File: config.mk
export PLATFORM = sky130hd
export DESIGN_NAME = msix_interrupt_cause_mask_unit_flat
export DESIGN_NICKNAME = d
export VERILOG_FILES = /design/src/hdl/micm_pkg.sv /design/src/hdl/micm_in_if.sv /design/src/hdl/micm_out_if.sv /design/src/hdl/micm_core.sv /design/src/hdl/msix_interrupt_cause_mask_unit.sv /design/src/flat_wrapper.sv
export SDC_FILE = /design/constraint.sdc
export NUM_CORES = 1
export LEC_CHECK = 0
export BUFFER_PORTS_ARGS = -buffer_cell sky130_fd_sc_hd__buf_4
export CORE_MARGIN = 1.5
export CORE_UTILIZATION = 49
export DETAILED_ROUTE_END_ITERATION = 7
export PLACE_DENSITY = 0.78
export SLEW_MARGIN = 20
export SYNTH_ARGS = -nofsm -noshare
export SYNTH_HDL_FRONTEND = slang
export SYNTH_SLANG_ARGS = --single-unit
File: constraint.sdc
create_clock -name i_clk -period 3.1 [get_ports i_clk]
set_input_delay 0.155 -clock i_clk [delete_from_list [all_inputs] [get_ports i_clk]]
set_output_delay 0.155 -clock i_clk [all_outputs]
set_load 0.01 [all_outputs]
File: src/hdl/micm_pkg.sv
// ----------------------------------------------------------------------------
// micm_pkg
// Types and constants shared by the interrupt cause/mask unit.
// ----------------------------------------------------------------------------
`timescale 1ns / 1ps

package micm_pkg;

    localparam int NUM_VEC    = 3;
    localparam int VEC_W      = 2;
    localparam int MAP_W      = 8;
    localparam int MAP_VALID  = 7;
    localparam int QUEUE_W    = 16;
    localparam int TX_OFFSET  = 8;
    localparam int QMAP_W     = 32;
    localparam int CFG_IDX_W  = 3;
    localparam int CFG_DATA_W = 32;
    localparam int OP_W       = 3;

    localparam logic [VEC_W-1:0]   VEC_INVALID  = 2'd3;
    localparam logic [NUM_VEC-1:0] TBL_MASK_RST = 3'b111;

    typedef enum logic [OP_W-1:0] {
        OP_RX_EVT    = 3'd0,
        OP_TX_EVT    = 3'd1,
        OP_MISC_EVT  = 3'd2,
        OP_RETRIGGER = 3'd3,
        OP_SET_EN    = 3'd4,
        OP_CLR_CAUSE = 3'd5
    } t_op;

    typedef enum logic [CFG_IDX_W-1:0] {
        CFG_QUEUE_MAP = 3'd0,
        CFG_MISC_MAP  = 3'd1,
        CFG_AUTO_CLR  = 3'd2,
        CFG_AUTO_MSK  = 3'd3,
        CFG_TBL_MASK  = 3'd4
    } t_cfg_idx;

    typedef struct packed {
        logic [QMAP_W-1:0]  queue_map;
        logic [MAP_W-1:0]   misc_map;
        logic [NUM_VEC-1:0] auto_clr;
        logic [NUM_VEC-1:0] auto_msk;
        logic [NUM_VEC-1:0] tbl_mask;
    } t_cfg;

    typedef struct packed {
        logic [NUM_VEC-1:0] fired;
        logic [NUM_VEC-1:0] cause;
        logic [NUM_VEC-1:0] enable;
    } t_evt_res;

endpackage

File: src/hdl/micm_in_if.sv
// ----------------------------------------------------------------------------
// micm_in_if
// Event channel: valid/ready handshake carrying op, queue and bitmap.
// ----------------------------------------------------------------------------
`timescale 1ns / 1ps

interface micm_in_if;
    logic       valid;
    logic       ready;
    logic [2:0] op;
    logic       queue;
    logic [2:0] bits;

    modport source (output valid, output op, output queue, output bits, input ready);
    modport sink   (input valid, input op, input queue, input bits, output ready);
endinterface

File: src/hdl/micm_out_if.sv
// ----------------------------------------------------------------------------
// micm_out_if
// Result channel: valid/ready handshake carrying fired, cause and enable.
// ----------------------------------------------------------------------------
`timescale 1ns / 1ps

interface micm_out_if;
    logic       valid;
    logic       ready;
    logic [2:0] fired;
    logic [2:0] cause_now;
    logic [2:0] enable_now;

    modport source (output valid, output fired, output cause_now, output enable_now,
                    input ready);
    modport sink   (input valid, input fired, input cause_now, input enable_now,
                    output ready);
endinterface

File: src/hdl/micm_core.sv
// ----------------------------------------------------------------------------
// micm_core
// Evaluates one event against the cause and enable registers: picks the
// raised vectors, fires the enabled unmasked ones, applies auto-clear/mask.
// ----------------------------------------------------------------------------
`timescale 1ns / 1ps

module micm_core (
    input  logic [micm_pkg::OP_W-1:0]    i_op,
    input  logic                         i_queue,
    input  logic [micm_pkg::NUM_VEC-1:0] i_bits,
    input  logic [micm_pkg::NUM_VEC-1:0] i_cause,
    input  logic [micm_pkg::NUM_VEC-1:0] i_enable,
    input  micm_pkg::t_cfg               i_cfg,
    output micm_pkg::t_evt_res           o_res
);
    import micm_pkg::*;

    logic [QUEUE_W-1:0] queue_half;
    logic [MAP_W-1:0]   map_byte;
    logic [VEC_W-1:0]   map_vec;
    logic               map_ok;
    logic [NUM_VEC-1:0] raise;
    logic [NUM_VEC-1:0] cause_set;
    logic [NUM_VEC-1:0] fire;

    // Select the allocation byte for the event
    always_comb begin
        queue_half = i_queue ? i_cfg.queue_map[2*QUEUE_W-1:QUEUE_W]
                             : i_cfg.queue_map[QUEUE_W-1:0];
        case (i_op)
            OP_RX_EVT: map_byte = queue_half[MAP_W-1:0];
            OP_TX_EVT: map_byte = queue_half[TX_OFFSET +: MAP_W];
            default:   map_byte = i_cfg.misc_map;
        endcase
        map_vec = map_byte[VEC_W-1:0];
        map_ok  = map_byte[MAP_VALID] && (map_vec != VEC_INVALID);
    end

    // Raised vectors: the mapped one, or every pending cause on retrigger
    always_comb begin
        case (i_op)
            OP_RX_EVT, OP_TX_EVT, OP_MISC_EVT: begin
                raise = map_ok ? (NUM_VEC'(1) << map_vec) : '0;
            end
            OP_RETRIGGER: raise = i_cause;
            default:      raise = '0;
        endcase
    end

    // Fire, then apply auto-clear and auto-mask; register writes otherwise
    always_comb begin
        cause_set = i_cause | raise;
        fire      = raise & i_enable & ~i_cfg.tbl_mask;
        o_res.fired  = fire;
        o_res.cause  = cause_set & ~(fire & i_cfg.auto_clr);
        o_res.enable = i_enable & ~(fire & i_cfg.auto_msk);
        case (i_op)
            OP_SET_EN:    o_res.enable = i_enable | i_bits;
            OP_CLR_CAUSE: o_res.cause  = i_cause & ~i_bits;
            default: begin
            end
        endcase
    end

endmodule

File: src/hdl/msix_interrupt_cause_mask_unit.sv
// ----------------------------------------------------------------------------
// msix_interrupt_cause_mask_unit
// Interrupt cause/mask unit for a virtual function with three MSI-X vectors.
// ----------------------------------------------------------------------------
// Takes one event word per clock while unstalled and returns one result word
// per event, in order. An accepted event is held in the input register, is
// evaluated against the cause and enable registers and lands in the result
// register, so each result passes through the input and result registers.
// Throughput is one event per clock when the result side is not stalled, set
// by the input/result register pair; a stalled result register holds its word
// and back-pressures the input once the input register is also full.
// Configuration writes are expected only while no event is in flight.
`timescale 1ns / 1ps

module msix_interrupt_cause_mask_unit (
    input  logic                              i_clk,
    input  logic                              i_rst_n,
    micm_in_if.sink                           i_evt,
    micm_out_if.source                        o_res,
    input  logic                              i_cfg_we,
    input  logic [micm_pkg::CFG_IDX_W-1:0]    i_cfg_idx,
    input  logic [micm_pkg::CFG_DATA_W-1:0]   i_cfg_wdata
);
    import micm_pkg::*;

    t_cfg               r_cfg;
    logic [NUM_VEC-1:0] r_cause;
    logic [NUM_VEC-1:0] r_enable;

    logic               r_in_vld;
    logic [OP_W-1:0]    r_in_op;
    logic               r_in_queue;
    logic [NUM_VEC-1:0] r_in_bits;

    logic               r_out_vld;
    t_evt_res           r_out;

    t_evt_res           n_res;
    logic               in_take;
    logic               out_free;
    logic               stage_go;

    // Handshake: input register drains when the result register frees up
    assign out_free    = !r_out_vld || o_res.ready;
    assign stage_go    = r_in_vld && out_free;
    assign i_evt.ready = !r_in_vld || out_free;
    assign in_take     = i_evt.valid && i_evt.ready;

    // Hold configuration registers
    always_ff @(posedge i_clk) begin
        if (!i_rst_n) begin
            r_cfg.queue_map <= '0;
            r_cfg.misc_map  <= '0;
            r_cfg.auto_clr  <= '0;
            r_cfg.auto_msk  <= '0;
            r_cfg.tbl_mask  <= TBL_MASK_RST;
        end else if (i_cfg_we) begin
            case (i_cfg_idx)
                CFG_QUEUE_MAP: r_cfg.queue_map <= i_cfg_wdata[QMAP_W-1:0];
                CFG_MISC_MAP:  r_cfg.misc_map  <= i_cfg_wdata[MAP_W-1:0];
                CFG_AUTO_CLR:  r_cfg.auto_clr  <= i_cfg_wdata[NUM_VEC-1:0];
                CFG_AUTO_MSK:  r_cfg.auto_msk  <= i_cfg_wdata[NUM_VEC-1:0];
                CFG_TBL_MASK:  r_cfg.tbl_mask  <= i_cfg_wdata[NUM_VEC-1:0];
                default: begin
                end
            endcase
        end
    end

    // Capture the event word
    always_ff @(posedge i_clk) begin
        if (!i_rst_n) begin
            r_in_vld <= 1'b0;
        end else if (in_take) begin
            r_in_vld <= 1'b1;
        end else if (stage_go) begin
            r_in_vld <= 1'b0;
        end
    end

    always_ff @(posedge i_clk) begin
        if (in_take) begin
            r_in_op    <= i_evt.op;
            r_in_queue <= i_evt.queue;
            r_in_bits  <= i_evt.bits;
        end
    end

    // Evaluate the event
    micm_core u_core (
        .i_op     (r_in_op),
        .i_queue  (r_in_queue),
        .i_bits   (r_in_bits),
        .i_cause  (r_cause),
        .i_enable (r_enable),
        .i_cfg    (r_cfg),
        .o_res    (n_res)
    );

    // Advance cause and enable state with each evaluated event
    always_ff @(posedge i_clk) begin
        if (!i_rst_n) begin
            r_cause  <= '0;
            r_enable <= '0;
        end else if (stage_go) begin
            r_cause  <= n_res.cause;
            r_enable <= n_res.enable;
        end
    end

    // Result register
    always_ff @(posedge i_clk) begin
        if (!i_rst_n) begin
            r_out_vld <= 1'b0;
        end else if (stage_go) begin
            r_out_vld <= 1'b1;
        end else if (o_res.ready) begin
            r_out_vld <= 1'b0;
        end
    end

    always_ff @(posedge i_clk) begin
        if (stage_go) begin
            r_out <= n_res;
        end
    end

    assign o_res.valid      = r_out_vld;
    assign o_res.fired      = r_out.fired;
    assign o_res.cause_now  = r_out.cause;
    assign o_res.enable_now = r_out.enable;

endmodule

File: src/flat_wrapper.sv
// flat-port wrapper written by rule: the top's interface ports become plain ports
module msix_interrupt_cause_mask_unit_flat import micm_pkg::*;
  (i_clk, i_rst_n, i_cfg_we, i_cfg_idx, i_cfg_wdata, i_evt_valid, i_evt_op, i_evt_queue, i_evt_bits, i_evt_ready, o_res_valid, o_res_fired, o_res_cause_now, o_res_enable_now, o_res_ready);
  micm_in_if i_evt_i ();
  micm_out_if o_res_i ();
  input  logic i_clk;
  input  logic i_rst_n;
  input  logic i_cfg_we;
  input  logic [micm_pkg::CFG_IDX_W-1:0] i_cfg_idx;
  input  logic [micm_pkg::CFG_DATA_W-1:0] i_cfg_wdata;
  input wire logic [$bits(i_evt_i.valid)-1:0] i_evt_valid;
  input wire logic [$bits(i_evt_i.op)-1:0] i_evt_op;
  input wire logic [$bits(i_evt_i.queue)-1:0] i_evt_queue;
  input wire logic [$bits(i_evt_i.bits)-1:0] i_evt_bits;
  output wire logic [$bits(i_evt_i.ready)-1:0] i_evt_ready;
  output wire logic [$bits(o_res_i.valid)-1:0] o_res_valid;
  output wire logic [$bits(o_res_i.fired)-1:0] o_res_fired;
  output wire logic [$bits(o_res_i.cause_now)-1:0] o_res_cause_now;
  output wire logic [$bits(o_res_i.enable_now)-1:0] o_res_enable_now;
  input wire logic [$bits(o_res_i.ready)-1:0] o_res_ready;
  assign i_evt_i.valid = i_evt_valid;
  assign i_evt_i.op = i_evt_op;
  assign i_evt_i.queue = i_evt_queue;
  assign i_evt_i.bits = i_evt_bits;
  assign i_evt_ready = i_evt_i.ready;
  assign o_res_valid = o_res_i.valid;
  assign o_res_fired = o_res_i.fired;
  assign o_res_cause_now = o_res_i.cause_now;
  assign o_res_enable_now = o_res_i.enable_now;
  assign o_res_i.ready = o_res_ready;
  msix_interrupt_cause_mask_unit u_core (.i_clk(i_clk), .i_rst_n(i_rst_n), .i_evt(i_evt_i), .o_res(o_res_i), .i_cfg_we(i_cfg_we), .i_cfg_idx(i_cfg_idx), .i_cfg_wdata(i_cfg_wdata));
endmodule
==> results_dict.tcl <==
set metrics [dict create \
    outcome "complete, no violations" \
    grt_pass1_wl_um 7010 \
    critPathCaptureType "flip-flop" \
    hold_violations 0 \
    fin_nets 298 \
    max_freq_mhz 459 \
    cts_resized 0 \
    dp_slack_ns 0.933 \
    wl_per_cell_um 13.8 \
    grt_antenna_before_repair 0 \
    min_period_ns 2.18 \
    synth_top_area_share 0.295 \
    rsz0062_at_grt "false" \
    synth_mux_area_frac 0.0963 \
    slew_headroom 0.656 \
    vias_per_cell 5.35 \
    synth_edf_count 16 \
    p_leak_nw 1.01 \
    synth.area.top_cells "dfxtp_1 (30%), edfxtp_1 (22%), mux2i_1 (7.4%)" \
    clk_pin_slew_worst_paths_ns 0.09 \
    ys_ff_latch 48 \
    syn_inst 211 \
    post-route-drc-count 0 \
    cts_buffer_depth 2 \
    min_path_type "input pin to flip-flop" \
    drive_gt1_frac 0.214 \
    max_stage_delay_ns 0.57 \
    vdd_drop_max_uv 324 \
    io-pin-count 58 \
    fin_crit_sh 0.703 \
    port_buffers 38 \
    fp-row-count 24 \
    critPathKind "flip-flop to flip-flop" \
    p_per_area_nw_per_um2 503 \
    cap_violations 0 \
    initial_core_util 0.505 \
    root_buffer "clkbuf_8" \
    yosys.area.top_type "dfxtp_1" \
    worst_slack_ns 0.920 \
    gp_congestion 0.877 \
    cts-buffers-inserted 5 \
    critPathMaxFanout 7 \
    area_growth_pct 22.3 \
    crit_path_cell_trace "mux4_2 -> mux2i_1 -> a22oi_1 -> nor3_2 -> o21ai_0" \
    grt_pass1_vias 1485 \
    synth_top_family_by_area "simple AND/OR/NAND/NOR gates" \
    grt_max_degree 34 \
    core_um2 4290 \
    ys_dominant_reg_cell "dfxtp_1" \
    dieHeight_um 69.5 \
    yosys-top-cells-count "nand2_1 (37), dfxtp_1 (32), edfxtp_1 (16), mux2i_1 (16), nor2b_1 (14)" \
    slew_viol_final 0 \
    arrival_ns 2.24 \
    clock_sinks 48 \
    cts_tree "done" \
    slowest_stage "mux4_2" \
    dr.pass1.iters 4 \
    synth_nets 258 \
    tns_ns 0 \
    cts-htree-levels 2 \
    insertion_delay_ns 0.31 \
    die_w_um 69.5 \
    synth_compound_area_frac 0.167 \
    ant_nets 0 \
    fp.dieArea_um2 4840 \
    synth_area_um2 2170 \
    cp.required_ns 3.16 \
    track_usage 0.188 \
    drtIter0Drc 105 \
    synthArstFlopShare 0 \
    yosysMostFrequentCell "nand2_1" \
    routed_wirelength_um 4180 \
    dp_hpwl_um 2950 \
    num_antenna_cells 0 \
    synth_area_per_cell_um2 10.3 \
    setup_viol 0 \
    vias 1625 \
    grt-ovfl-total 0 \
    tightest_slew_ns 0.512 \
    yosys.area_share.adder 0 \
    synth.yosys.seq_area_share 0.517 \
    synth_xor_area_frac 0 \
    ys_types 43 \
    ff2ff_setup_slack_ns 0.92 \
    cp-start-kind "flip-flop" \
    synth-simple-area-share 0.192 \
    synth_warnings 0 \
    fin_worst_skew_ns 0.00622 \
]
## what timing repair did
action,4_1_cts,5_1_grt
hold buffers,0,5
hold endpoints to repair,0,5
setup buffers,0,0
## power by group
part           total [mW]  internal, mW  switching, mW
clock               0.531         0.322          0.209
sequential          0.689         0.672         0.0173
combinational       0.114        0.0604         0.0534
total                1.33          1.05          0.280
## worst paths after layout
path | endpoint | from | depth (start not counted)
max | u_core.o_res.enable_now[0] | u_core.r_in_op[0] | 5
max reg2reg | u_core.o_res.enable_now[0] | u_core.r_in_op[0] | 5
min reg2reg | u_core.r_cfg[33] | u_core.r_cfg[33] | 2
min | u_core.r_in_op[1] | i_evt_op[1] | 1
## final cells by class
| type | count | area, µm² |
|---|---|---|
| fillers | 366 | 1640 |
| flip-flops and latches | 48 | 1120 |
| multi-input cells | 150 | 988 |
| repair buffers | 43 | 335 |
| clock buffers | 6 | 72.6 |
| well taps | 52 | 65.1 |
| clock inverters | 2 | 60.1 |
| inverters | 3 | 11.3 |
## flip-flops by register name, summed over array words and instances, names as in the netlist
signal	cells
u_core.r_cfg	24
u_core.o_res.cause_now	3
u_core.o_res.enable_now	3
u_core.o_res.fired	3
u_core.r_cause	3
u_core.r_enable	3
u_core.r_in_bits	3
u_core.r_in_op	3
u_core.o_res.valid	1
u_core.r_in_queue	1
u_core.r_in_vld	1
## through the flow
step / instances / area (µm²) / total power [mW] / utilization / hold WS, ns
after floorplan: 211 / 2170 / 0.761 / - / 0.254
final: 304 / 2650 / 1.33 / 0.618 / 0.0196
after CTS: 299 / 2600 / 1.34 / 0.606 / 0.00738
after global placement: 291 / 2470 / 0.810 / 0.575 / 0.334
after detailed placement: 291 / 2470 / 0.813 / 0.575 / 0.334
after global routing: 304 / 2650 / 1.38 / 0.618 / 0.000678
## routing by layer
layer	global-route usage	wire [µm]	vias to the layer above
met2	0.291	1970	36
met4	0.0719	72	0
met5	0	0	-
li1	-	-	836
met1	0.250	1940	747
met3	0.0567	200	6
## worst max-delay path: cells and delay by family (launching register included)
| kind | cells | cell delay (ns) |
|---|---|---|
| AO/OA/AOI/OAI | 2 | 0.30 |
| flip-flops | 1 | 0.49 |
| multiplexers | 2 | 0.88 |
| AND/OR/NAND/NOR | 1 | 0.25 |
## logic make-up (layout without fill, tap and decap cells)
family / count (synthesis) / after routing
buffers and inverters: 13 / 54
and+or+nand+nor: 85 / 85
DFF: 48 / 48
AOI/OAI and AO/OA: 46 / 46
muxes: 19 / 19
## placed cells by master (no fill, tap or decap), types with 2 or more instances in the layout
cell type / Yosys / routed
buf_4: 1 / 38
nand2_1: 37 / 37
dfxtp_1: 32 / 32
mux2i_1: 16 / 16
edfxtp_1: 16 / 16
nor2b_1: 14 / 14
nor2_1: 12 / 12
a21boi_0: 12 / 12
a21oi_1: 6 / 6
and2_1: 5 / 5
o21ai_0: 5 / 5
clkbuf_8: 0 / 5
dlygate4sd3_1: 0 / 5
and3_1: 4 / 4
nand2b_1: 3 / 3
a22oi_1: 3 / 3
nor3_1: 3 / 3
a31oi_1: 3 / 3
inv_1: 2 / 2
a22o_1: 2 / 2
nand3b_1: 2 / 2
and3b_1: 2 / 2
o311a_1: 2 / 2
bufinv_16: 0 / 2
(Power assumes the default switching activity.)
